### src/rtl/core/tsb_pkg.sv
// ----------------------------------------------------------------------------
// TDMA beacon builder package
// Shared constants, register codes, state type and control structs.
// ----------------------------------------------------------------------------
package tsb_pkg;

    localparam int MAX_SLOTS = 32;
    localparam int SLOT_AW   = $clog2(MAX_SLOTS);
    localparam int HDR_LEN   = 9;

    localparam logic [7:0] FREE_ENTRY = 8'hFF;

    localparam logic [7:0] FRAME_HEAD [0:7] = '{
        8'h41, 8'h88, 8'h88, 8'hCD, 8'hAB, 8'hFF, 8'hFF, 8'hFF
    };

    localparam logic [15:0] PERIOD_RESET = 16'd500;
    localparam logic [15:0] GUARD_RESET  = 16'd50;
    localparam logic [15:0] SLOT_RESET   = 16'd50;
    localparam logic [5:0]  COUNT_RESET  = 6'd9;

    localparam logic [2:0] CFG_PERIOD = 3'd0;
    localparam logic [2:0] CFG_GUARD  = 3'd1;
    localparam logic [2:0] CFG_SLOT   = 3'd2;
    localparam logic [2:0] CFG_COUNT  = 3'd3;

    localparam logic FUNC_TICK   = 1'b0;
    localparam logic FUNC_PACKET = 1'b1;

    typedef enum logic [1:0] {
        ST_IDLE,
        ST_FETCH,
        ST_LOAD
    } state_t;

    typedef struct packed {
        logic take;
        logic start_frame;
        logic fetch;
        logic load;
    } cmd_t;

    typedef struct packed {
        logic beacon_hit;
        logic out_free;
        logic last_idx;
    } status_t;

endpackage

### src/rtl/core/tsb_ram.sv
// ----------------------------------------------------------------------------
// Generic RAM
// One write port and one read port with registered read data.
// ----------------------------------------------------------------------------
module tsb_ram #(
    parameter int WIDTH = 8,
    parameter int DEPTH = 32
) (
    input  logic                     clk,
    input  logic                     we,
    input  logic [$clog2(DEPTH)-1:0] waddr,
    input  logic [WIDTH-1:0]         wdata,
    input  logic                     re,
    input  logic [$clog2(DEPTH)-1:0] raddr,
    output logic [WIDTH-1:0]         rdata
);

    logic [WIDTH-1:0] mem_reg [DEPTH];
    logic [WIDTH-1:0] rdata_reg;

    always_ff @(posedge clk)
    begin
        if (we)
        begin
            mem_reg[waddr] <= wdata;
        end
        if (re)
        begin
            rdata_reg <= mem_reg[raddr];
        end
    end

    assign rdata = rdata_reg;

endmodule

### src/rtl/core/tsb_ctrl.sv
// ----------------------------------------------------------------------------
// TDMA beacon builder controller
// Accepts requests and sequences the fetch and load of each beacon byte.
// ----------------------------------------------------------------------------
module tsb_ctrl (
    input  logic             clk,
    input  logic             rst_n,
    input  logic             s_tvalid,
    input  logic             s_tuser,
    input  tsb_pkg::status_t status,
    output logic             s_tready,
    output tsb_pkg::cmd_t    cmd
);

    tsb_pkg::state_t state_reg;
    tsb_pkg::state_t state_next;
    logic            beacon_start;

    assign beacon_start = s_tvalid && (s_tuser == tsb_pkg::FUNC_TICK) && status.beacon_hit;

    always_ff @(posedge clk or negedge rst_n)
    begin
        if (!rst_n)
        begin
            state_reg <= tsb_pkg::ST_IDLE;
        end
        else
        begin
            state_reg <= state_next;
        end
    end

    always_comb
    begin
        state_next = state_reg;
        unique case (state_reg)
            tsb_pkg::ST_IDLE:
            begin
                if (beacon_start)
                begin
                    state_next = tsb_pkg::ST_FETCH;
                end
            end
            tsb_pkg::ST_FETCH:
            begin
                state_next = tsb_pkg::ST_LOAD;
            end
            tsb_pkg::ST_LOAD:
            begin
                if (status.out_free)
                begin
                    state_next = status.last_idx ? tsb_pkg::ST_IDLE : tsb_pkg::ST_FETCH;
                end
            end
            default:
            begin
                state_next = tsb_pkg::ST_IDLE;
            end
        endcase
    end

    always_comb
    begin
        s_tready        = 1'b0;
        cmd.take        = 1'b0;
        cmd.start_frame = 1'b0;
        cmd.fetch       = 1'b0;
        cmd.load        = 1'b0;
        unique case (state_reg)
            tsb_pkg::ST_IDLE:
            begin
                s_tready        = 1'b1;
                cmd.take        = s_tvalid;
                cmd.start_frame = beacon_start;
            end
            tsb_pkg::ST_FETCH:
            begin
                cmd.fetch = 1'b1;
            end
            tsb_pkg::ST_LOAD:
            begin
                cmd.load = status.out_free;
            end
            default:
            begin
                s_tready = 1'b0;
            end
        endcase
    end

endmodule

### src/rtl/core/tsb_datapath.sv
// ----------------------------------------------------------------------------
// TDMA beacon builder datapath
// Configuration, tick timing, slot table and the beacon output register.
// ----------------------------------------------------------------------------
module tsb_datapath (
    input  logic             clk,
    input  logic             rst_n,
    input  logic             cfg_we,
    input  logic [2:0]       cfg_index,
    input  logic [15:0]      cfg_data,
    input  logic             s_tuser,
    input  logic [7:0]       s_tdata,
    input  logic             m_tready,
    input  tsb_pkg::cmd_t    cmd,
    output tsb_pkg::status_t status,
    output logic             m_tvalid,
    output logic [7:0]       m_tdata,
    output logic             m_tlast
);

    logic [15:0] period_reg;
    logic [15:0] guard_reg;
    logic [15:0] slot_len_reg;
    logic [5:0]  count_reg;

    logic [15:0] pcount_reg;
    logic [15:0] phase_reg;
    logic [5:0]  slot_reg;
    logic [7:0]  seq_reg;
    logic        first_reg;
    logic [tsb_pkg::MAX_SLOTS-1:0] valid_reg;

    logic [5:0]  idx_reg;
    logic [7:0]  obyte_reg;
    logic        olast_reg;
    logic        ovalid_reg;

    logic [16:0] pcount_next;
    logic [16:0] phase_inc;
    logic [5:0]  used_slots;
    logic [5:0]  entry_idx;
    logic        tick_take;
    logic        pkt_write;
    logic        frame_done;
    logic [7:0]  ram_rdata;
    logic [7:0]  byte_next;

    assign used_slots  = (count_reg > 6'(tsb_pkg::MAX_SLOTS)) ?
                         6'(tsb_pkg::MAX_SLOTS) : count_reg;
    assign pcount_next = {1'b0, pcount_reg} + 17'd1;
    assign phase_inc   = {1'b0, phase_reg} + 17'd1;
    assign entry_idx   = idx_reg - 6'(tsb_pkg::HDR_LEN);
    assign tick_take   = cmd.take && (s_tuser == tsb_pkg::FUNC_TICK);
    assign pkt_write   = cmd.take && (s_tuser == tsb_pkg::FUNC_PACKET) && first_reg
                         && (pcount_reg >= guard_reg) && (slot_reg < used_slots);
    assign frame_done  = cmd.load && status.last_idx;

    assign status.beacon_hit = pcount_next >= {1'b0, period_reg};
    assign status.out_free   = !ovalid_reg || m_tready;
    assign status.last_idx   = ({1'b0, idx_reg} + 7'd1)
                               == (7'(tsb_pkg::HDR_LEN) + {1'b0, used_slots});

    always_ff @(posedge clk or negedge rst_n)
    begin
        if (!rst_n)
        begin
            period_reg   <= tsb_pkg::PERIOD_RESET;
            guard_reg    <= tsb_pkg::GUARD_RESET;
            slot_len_reg <= tsb_pkg::SLOT_RESET;
            count_reg    <= tsb_pkg::COUNT_RESET;
        end
        else if (cfg_we)
        begin
            unique case (cfg_index)
                tsb_pkg::CFG_PERIOD: period_reg   <= cfg_data;
                tsb_pkg::CFG_GUARD:  guard_reg    <= cfg_data;
                tsb_pkg::CFG_SLOT:   slot_len_reg <= cfg_data;
                tsb_pkg::CFG_COUNT:  count_reg    <= cfg_data[5:0];
                default:             count_reg    <= count_reg;
            endcase
        end
    end

    always_ff @(posedge clk or negedge rst_n)
    begin
        if (!rst_n)
        begin
            pcount_reg <= '0;
            phase_reg  <= '0;
            slot_reg   <= '0;
            first_reg  <= 1'b0;
        end
        else if (tick_take)
        begin
            if (status.beacon_hit)
            begin
                pcount_reg <= '0;
                phase_reg  <= '0;
                slot_reg   <= '0;
                first_reg  <= 1'b1;
            end
            else
            begin
                pcount_reg <= pcount_next[15:0];
                if (pcount_next > {1'b0, guard_reg})
                begin
                    if (phase_inc >= {1'b0, slot_len_reg})
                    begin
                        phase_reg <= '0;
                        if (slot_reg != 6'd63)
                        begin
                            slot_reg <= slot_reg + 6'd1;
                        end
                    end
                    else
                    begin
                        phase_reg <= phase_inc[15:0];
                    end
                end
            end
        end
    end

    always_ff @(posedge clk or negedge rst_n)
    begin
        if (!rst_n)
        begin
            valid_reg <= '0;
            seq_reg   <= '0;
        end
        else if (frame_done)
        begin
            valid_reg <= '0;
            seq_reg   <= seq_reg + 8'd1;
        end
        else if (pkt_write)
        begin
            valid_reg[slot_reg[tsb_pkg::SLOT_AW-1:0]] <= 1'b1;
        end
    end

    tsb_ram #(
        .WIDTH(8),
        .DEPTH(tsb_pkg::MAX_SLOTS)
    ) u_table (
        .clk  (clk),
        .we   (pkt_write),
        .waddr(slot_reg[tsb_pkg::SLOT_AW-1:0]),
        .wdata(s_tdata),
        .re   (cmd.fetch),
        .raddr(entry_idx[tsb_pkg::SLOT_AW-1:0]),
        .rdata(ram_rdata)
    );

    always_comb
    begin
        if (idx_reg < 6'(tsb_pkg::HDR_LEN - 1))
        begin
            byte_next = tsb_pkg::FRAME_HEAD[idx_reg[2:0]];
        end
        else if (idx_reg == 6'(tsb_pkg::HDR_LEN - 1))
        begin
            byte_next = seq_reg;
        end
        else if (valid_reg[entry_idx[tsb_pkg::SLOT_AW-1:0]])
        begin
            byte_next = ram_rdata;
        end
        else
        begin
            byte_next = tsb_pkg::FREE_ENTRY;
        end
    end

    always_ff @(posedge clk or negedge rst_n)
    begin
        if (!rst_n)
        begin
            idx_reg    <= '0;
            ovalid_reg <= 1'b0;
        end
        else
        begin
            if (cmd.start_frame)
            begin
                idx_reg <= '0;
            end
            else if (cmd.load)
            begin
                idx_reg <= idx_reg + 6'd1;
            end
            if (cmd.load)
            begin
                ovalid_reg <= 1'b1;
            end
            else if (m_tready)
            begin
                ovalid_reg <= 1'b0;
            end
        end
    end

    always_ff @(posedge clk)
    begin
        if (cmd.load)
        begin
            obyte_reg <= byte_next;
            olast_reg <= status.last_idx;
        end
    end

    assign m_tvalid = ovalid_reg;
    assign m_tdata  = obyte_reg;
    assign m_tlast  = olast_reg;

endmodule

### src/rtl/core/tdma_slot_beacon_builder.sv
// ----------------------------------------------------------------------------
// TDMA slot recorder and beacon builder
// Records node ids per slot and streams a beacon frame each period.
// ----------------------------------------------------------------------------
// Channel   Direction  Signals                                 Content
// s_*       in         s_tvalid s_tready s_tdata s_tuser       tick or received packet
// m_*       out        m_tvalid m_tready m_tdata m_tlast       beacon frame bytes
// cfg_*     in         cfg_we cfg_index cfg_data               register writes
//
// A tick or packet request without a beacon leaves the controller idle.
// A tick that ends the period emits 9 to 41 bytes, each by a slot table
// read and then an output register load.
// Reset clears the slot table valid flags at once; there is no clearing pass.
// A stalled output holds the byte load; input is refused until the frame ends.
// ----------------------------------------------------------------------------
module tdma_slot_beacon_builder (
    input  logic        clk,
    input  logic        rst_n,
    input  logic        cfg_we,
    input  logic [2:0]  cfg_index,
    input  logic [15:0] cfg_data,
    input  logic        s_tvalid,
    output logic        s_tready,
    input  logic [7:0]  s_tdata,   // [7:0] node_id
    input  logic        s_tuser,   // [0] func
    output logic        m_tvalid,
    input  logic        m_tready,
    output logic [7:0]  m_tdata,   // [7:0] beacon_byte
    output logic        m_tlast
);

    tsb_pkg::cmd_t    cmd;
    tsb_pkg::status_t status;

    tsb_ctrl u_ctrl (
        .clk     (clk),
        .rst_n   (rst_n),
        .s_tvalid(s_tvalid),
        .s_tuser (s_tuser),
        .status  (status),
        .s_tready(s_tready),
        .cmd     (cmd)
    );

    tsb_datapath u_dp (
        .clk      (clk),
        .rst_n    (rst_n),
        .cfg_we   (cfg_we),
        .cfg_index(cfg_index),
        .cfg_data (cfg_data),
        .s_tuser  (s_tuser),
        .s_tdata  (s_tdata),
        .m_tready (m_tready),
        .cmd      (cmd),
        .status   (status),
        .m_tvalid (m_tvalid),
        .m_tdata  (m_tdata),
        .m_tlast  (m_tlast)
    );

    a_load_when_free: assert property (@(posedge clk) disable iff (!rst_n)
        cmd.load |-> status.out_free)
        else $error("byte loaded while output register full");

    a_beacon_blocks_input: assert property (@(posedge clk) disable iff (!rst_n)
        (s_tvalid && s_tready && !s_tuser && status.beacon_hit) |=> !s_tready)
        else $error("input accepted after a beacon tick");

    a_last_byte_out: assert property (@(posedge clk) disable iff (!rst_n)
        (cmd.load && status.last_idx) |=> (m_tvalid && m_tlast))
        else $error("final frame byte not marked");

endmodule
### config.mk
export PLATFORM = sky130hd
export DESIGN_NAME = tdma_slot_beacon_builder
export DESIGN_NICKNAME = d
export VERILOG_FILES = /design/src/rtl/core/tsb_pkg.sv /design/src/rtl/core/tsb_ram.sv /design/src/rtl/core/tsb_ctrl.sv /design/src/rtl/core/tsb_datapath.sv /design/src/rtl/core/tdma_slot_beacon_builder.sv
export SDC_FILE = /design/constraint.sdc
export NUM_CORES = 1
export LEC_CHECK = 0
export BUFFER_PORTS_ARGS = -buffer_cell sky130_fd_sc_hd__buf_4
export CAP_MARGIN = 20
export CORE_ASPECT_RATIO = 0.8
export CORE_MARGIN = 2
export CORE_UTILIZATION = 66
export CTS_BUF_LIST = sky130_fd_sc_hd__clkbuf_16
export CTS_CLUSTER_SIZE = 30
export DETAILED_ROUTE_END_ITERATION = 10
export PLACE_DENSITY = 0.86
export SYNTH_ARGS = -nofsm -noshare
export SYNTH_HDL_FRONTEND = slang
export SYNTH_SLANG_ARGS = --single-unit
### constraint.sdc
create_clock -name clk -period 7.45 [get_ports clk]
set_input_delay 0.3725 -clock clk [delete_from_list [all_inputs] [get_ports clk]]
set_output_delay 0.3725 -clock clk [all_outputs]
set_load 0.02 [all_outputs]
==> impl_metrics.py, run 1 <==
metrics = {
    "synth": {
        "syn_nets": 1446,
        "synth_warnings": 0,
        "synthDominantCellAreaShare": 0.431,
        "synth-seq-cells": 415,
        "yosys.cell_types.count": 70,
        "syn_area_sq_um": 19000,
        "yosysMostFrequentCell": "edfxtp_1",
        "synth.avg_cell_area_sq_um": 14.3,
        "yosysTopAreaCell": "edfxtp_1",
        "synth_edf_count": 273,
        "ys_async_sr_fraction": 0.342,
        "synth_common_cells": "edfxtp_1, nand2_1, dfrtp_1, mux4_2, ha_1",
        "yosys-top-cells-area": "edfxtp_1, dfrtp_1, mux4_2",
        "synthCells": 1331,
        "synth_ff_type": "edfxtp_1",
        "synth_seq_area_share": 0.618,
    },
    "global_routing": {
        "antenna_found_initial": 1,
        "grt_max_degree": 76,
        "grt_usage": 0.333,
        "grt_overflow": 0,
        "grt_pass1_wl_mm": 74.8,
        "grt_pass1_vias": 12000,
    },
    "drt": {
        "routed-via-count": 12500,
        "dr.first_iter.drc_count": 2037,
        "drc_errors": 0,
        "wl_mm": 49.6,
        "wire_per_inst_microns": 27.5,
        "routed_via_density": 6.95,
        "dr.pass1.iters": 9,
        "route.antenna.remaining_nets": 0,
    },
    "placed_design": {
        "dpl_cell_area_sq_um": 19900,
        "dpl_worst_slack_ns": 2.93,
        "io_buffers": 43,
        "finalWeightedCongestion": 0.967,
        "placed_cells": 1731,
        "dp_hpwl_mm": 30.1,
    },
    "timing": {
        "grt_setup_unrepaired": "false",
        "fin_tns_setup_ns": 0,
        "finalCritPeriodShare": 0.649,
        "slew_headroom": 0.285,
        "fmax_mhz": 207,
        "setup_ws_ns": 2.61,
        "hold_ws_ns": 0.0707,
        "setup_violations": 0,
        "clock_skew_ns": 0.0245,
        "period_minus_slack_ns": 4.84,
        "tightest_slew_ns": 1.07,
        "finalHoldViolCount": 0,
        "report.final.slew_viol_count": 0,
    },
    "finish": {
        "stdcell_area_sq_um": 21200,
        "drive_above_1_share": 0.207,
        "final_core_util": 0.747,
        "n_fill_cell": 1613,
        "synthToLayoutAreaGrowth_pct": 11.3,
        "largest_register_ffs": 256,
        "register_area_sq_um": 11800,
        "multi_input_area_sq_um": 6780,
        "nets": 1519,
        "stdcell_count": 1805,
    },
    "floorplan": {
        "coreArea_sq_um": 28400,
        "start_util": 0.671,
        "die_x_microns": 194,
        "fp.dieH_microns": 156,
        "rows": 55,
        "dieArea_sq_um": 30200,
        "num_io_pins": 44,
    },
    "critical_path": {
        "worstPathRequired_ns": 7.92,
        "arrival_ns": 5.31,
        "endpoint_kind": "register",
        "path_class": "reg -> reg",
        "start_kind": "register",
        "crit_path_max_fanout": 15,
    },
    "cts": {
        "clock_latency_ns": 0.55,
        "post_cts_buffers": 0,
        "cts_tree": "done",
        "cts_resized": 0,
        "root_buffer": "clkbuf_16",
        "numCtsBuffers": 40,
        "ctsHoldBuffers": 1,
        "cts_buffer_depth": 3,
        "cts_num_sinks": 415,
        "clk_pin_slew_worst_paths_ns": 0.07,
        "htreeDepth": 2,
    },
    "power_and_ir_drop": {
        "power.internal_mw": 4.96,
        "irDropWorstVdd_mv": 0.295,
        "powerDensity_nw_per_um2": 355,
        "leakage_nw": 8.06,
        "p_seq_frac": 0.385,
        "p_sw_mw": 2.57,
        "finalPower_mw": 7.52,
        "p_clk_frac": 0.258,
        "p_sw_frac": 0.341,
        "comb_power_share": 0.357,
    },
    "outcome": {
        "outcome": "finished, final reports clean",
    },
    "job": {
        "drv_cap": 0,
    },
    "hold_path": {
        "hold_class": "in -> reg",
    },
}
[worst paths after layout]
check	slack [ns]	endpoint	start	cells after the start
hold / removal	0.07	u_dp.period_reg[10]	cfg_data[10]	3
min in group asynchronous	0.43	u_dp.slot_len_reg[8]	rst_n	2
max in group asynchronous	5.51	u_dp.idx_reg[0]	rst_n	3
setup reg to reg	2.61	u_dp.phase_reg[4]	u_dp.pcount_reg[0]	14
setup / recovery	2.61	u_dp.phase_reg[4]	u_dp.pcount_reg[0]	14
hold reg to reg	0.49	u_dp.first_reg	u_dp.first_reg	1
[power by group through the flow]
stage / logic (mW) / clock network [mW] / registers, mW
2_1_floorplan: 1.86 / 0 / 2.83
3_3_place_gp: 2.47 / 0 / 2.91
3_5_place_dp: 2.56 / 0 / 2.92
4_1_cts: 2.63 / 1.94 / 2.89
5_1_grt: 2.81 / 2.02 / 2.91
6_report: 2.69 / 1.94 / 2.90
[logic make-up after synthesis]
| group | synth area share |
|---|---|
| adder cells (fa/ha/maj) | 0.0539 |
| XOR/XNOR | 0.0249 |
| buffers and inverters | 0.0271 |
| multiplexers | 0.118 |
| AND/OR/NAND/NOR | 0.0827 |
| AO/OA/AOI/OAI | 0.0753 |
| flip-flops | 0.618 |
[critical path, stage by stage, from the launching register on]
cell and delay (ns):
dfrtp_1 0.48, ha_1 0.29, nand2_1 0.09, nor2_1 0.44
and4_1 0.33, and3_1 0.18, xor2_1 0.25, ha_1 0.19
nand3_1 0.14, nor4_1 0.43, o31ai_1 0.17, o211a_1 0.17
nand2b_1 0.40, nor2_1 0.92, a22o_1 0.29
[metal layers]
layer,share of wire,vias up,GRT usage
met5,0,-,0
met3,0.13,148,0.0765
met4,0.033,0,0.0978
li1,-,5195,-
met1,0.38,6224,0.497
met2,0.45,970,0.503
[final cells by class]
cell class                      instances  area share
Clock inverter                         31     0.00951
Tap cell                              370      0.0219
Inverter                               68      0.0121
Antenna cell                            1    0.000118
Sequential cell                       415       0.556
Clock buffer                           41      0.0484
Multi-Input combinational cell        790       0.320
Timing Repair Buffer                   89      0.0318
[layout by cell type (no fill, tap or decap), types with 6 or more instances in the layout]
master / Yosys / final
edfxtp_1: 273 / 273
nand2_1: 142 / 142
dfrtp_1: 128 / 127
mux4_2: 90 / 90
buf_4: 3 / 87
ha_1: 82 / 81
inv_1: 67 / 74
o21ai_0: 72 / 72
nor3_1: 51 / 51
clkbuf_16: 0 / 41
nor2_1: 39 / 39
o21a_1: 35 / 35
nand3_1: 34 / 34
a21oi_1: 29 / 29
xnor2_1: 27 / 27
xor2_1: 20 / 19
mux2_2: 17 / 17
nand4_1: 14 / 14
dfstp_2: 14 / 14
a21o_1: 13 / 13
a22o_1: 13 / 13
nand2b_1: 10 / 10
clkinv_2: 0 / 9
o221a_2: 8 / 8
nor2b_1: 7 / 7
o31ai_1: 7 / 7
clkinv_1: 1 / 6
Power figures use the tool's default switching activity.
==> run 2: changes to the inputs <==
--- a/config.mk
+++ b/config.mk
@@ -9,11 +9,11 @@
 export CAP_MARGIN = 20
 export CORE_ASPECT_RATIO = 0.8
 export CORE_MARGIN = 2
-export CORE_UTILIZATION = 66
+export CORE_UTILIZATION = 63
 export CTS_BUF_LIST = sky130_fd_sc_hd__clkbuf_16
 export CTS_CLUSTER_SIZE = 30
 export DETAILED_ROUTE_END_ITERATION = 10
-export PLACE_DENSITY = 0.86
+export PLACE_DENSITY = 0.83
 export SYNTH_ARGS = -nofsm -noshare
 export SYNTH_HDL_FRONTEND = slang
 export SYNTH_SLANG_ARGS = --single-unit
==> constraint.sdc (replaced) <==
create_clock -name clk -period 4.6 [get_ports clk]
set_input_delay 0.23 -clock clk [delete_from_list [all_inputs] [get_ports clk]]
set_output_delay 0.23 -clock clk [all_outputs]
set_load 0.02 [all_outputs]
==> impl_metrics.py, run 2 (synthesis results as in run 1) <==
metrics = {
    "outcome": {
        "outcome": "finished, final reports clean",
    },
    "timing": {
        "tightest_slew_ns": 1.20,
        "slew_headroom": 0.197,
        "clock_skew_ns": 0.0191,
        "finalCritPeriodShare": 0.925,
        "fin_tns_setup_ns": 0,
        "report.final.slew_viol_count": 0,
        "finalHoldViolCount": 0,
        "grt_setup_unrepaired": "false",
        "setup_violations": 0,
        "fmax_mhz": 235,
        "period_minus_slack_ns": 4.26,
        "hold_ws_ns": 0.0124,
    },
    "floorplan": {
        "rows": 56,
        "start_util": 0.645,
        "coreArea_sq_um": 29500,
        "die_x_microns": 198,
        "fp.dieH_microns": 159,
        "dieArea_sq_um": 31600,
        "num_io_pins": 44,
    },
    "hold_path": {
        "hold_class": "in -> reg",
    },
    "job": {
        "drv_cap": 0,
    },
    "placed_design": {
        "dp_hpwl_mm": 30.7,
        "io_buffers": 43,
        "finalWeightedCongestion": 0.930,
    },
    "finish": {
        "synthToLayoutAreaGrowth_pct": 12.9,
        "largest_register_ffs": 256,
        "drive_above_1_share": 0.207,
        "nets": 1543,
        "layout_common_cells": "edfxtp_1, nand2_1, dfrtp_1, buf_4, mux4_2",
        "final_common_cell": "edfxtp_1",
    },
    "power_and_ir_drop": {
        "leakage_nw": 8.19,
        "irDropWorstVdd_mv": 0.516,
        "powerDensity_nw_per_um2": 572,
    },
    "drt": {
        "dr.pass1.iters": 6,
        "wl_mm": 48.2,
        "wire_per_inst_microns": 25.8,
        "dr.first_iter.drc_count": 1600,
        "routed-via-count": 12400,
        "routed_via_density": 6.65,
        "route.antenna.remaining_nets": 0,
        "drc_errors": 0,
    },
    "cts": {
        "cts_num_sinks": 415,
        "root_buffer": "clkbuf_16",
        "cts_buffer_depth": 3,
        "cts_tree": "done",
        "htreeDepth": 2,
        "numCtsBuffers": 40,
        "post_cts_buffers": 0,
        "clock_latency_ns": 0.56,
        "clk_pin_slew_worst_paths_ns": 0.06,
    },
    "critical_path": {
        "path_class": "reg -> reg",
        "start_kind": "register",
        "arrival_ns": 4.73,
        "endpoint_kind": "register",
        "worstPathRequired_ns": 5.07,
        "crit_path_max_fanout": 9,
    },
    "global_routing": {
        "grt_usage": 0.314,
        "grt_pass1_vias": 12100,
        "grt_max_degree": 78,
        "antenna_found_initial": 3,
        "grt_pass1_wl_mm": 73.6,
        "grt_overflow": 0,
    },
}
run 2: changes by cell type in the layout (fill, tap and decap cells not counted), moves of 2 or more:
cell	previous run	this run
dlygate4sd3_1	1	17
buf_4	87	94
clkinv_1	6	10
clkinv_2	9	6
clkinvlp_2	3	0
bufinv_16	2	4
clkinv_4	2	0
inv_1	74	76
nor2_1	39	37
nor2_2	0	2
run 2: worst paths after layout:
kind / from / cells past startpoint / endpoint / slack (ns)
max reg2reg: u_dp.pcount_reg[0] / 14 / u_dp.slot_reg[3] / 0.34
max: u_dp.pcount_reg[0] / 14 / u_dp.slot_reg[3] / 0.34
min reg2reg: u_dp.seq_reg[7] / 1 / u_dp.seq_reg[7] / 0.48
min in group asynchronous: rst_n / 2 / u_dp.slot_len_reg[9] / 0.30
min: m_tready / 3 / u_dp.m_tvalid / 0.01
max in group asynchronous: rst_n / 3 / u_dp.count_reg[2] / 3.11
run 2: power breakdown:
group	internal, mW	leakage, nW	switching [mW]
clock network	1.81	0.647	1.40
registers	4.35	4.24	0.256
logic	2.01	3.30	2.47
total	8.16	8.19	4.13
run 2: critical path, cell delays in order, from the launching register on:
cell       delay [ns]
dfrtp_1          0.48
ha_1             0.30
nand2_1          0.12
nor2_2           0.25
nand4_1          0.23
xnor2_1          0.22
ha_1             0.36
nand2_1          0.07
nor2_1           0.16
a2111oi_0        0.11
a221oi_1         0.81
buf_4            0.28
a211oi_2         0.10
or4_1            0.52
a21oi_1          0.15
run 2: cell type report:
| class | count | area (sq um) |
|---|---|---|
| clock inverter | 32 | 258 |
| fill | 1747 | 8000 |
| multi-input combinational | 790 | 6790 |
| sequential | 415 | 11800 |
| timing repair buffer | 113 | 907 |
| tap | 406 | 508 |
| inverter | 68 | 255 |
| antenna | 1 | 2.50 |
| clock buffer | 40 | 1000 |
run 2: layer usage:
metal  global-route usage  wire, microns  vias to the layer above
met1                0.477          19500                     6175
met5                    0             53                        -
met2                0.465          21600                      860
li1                     -              -                     5240
met4               0.0865           1330                        4
met3               0.0705           5720                      122
run 2: metrics by stage:
stage	power (mW)	setup slack (ns)	instance area, sq um	instances	util
after floorplan	7.59	0.877	19000	1331	-
after global placement	8.84	0.593	20100	1775	0.680
after detailed placement	8.99	0.375	20100	1775	0.680
after CTS	12.2	0.252	21500	1863	0.728
after global routing	12.7	0.0444	21500	1864	0.729
final	12.3	0.343	21500	1865	0.729
run 2: what timing repair did:
| action | in CTS | in global routing |
|---|---|---|
| hold buffers | 16 | 1 |
| endpoints found under the hold margin | 118 | 1 |
| gates resized for setup | 0 | 3 |
| endpoints found under the setup margin | 0 | 20 |
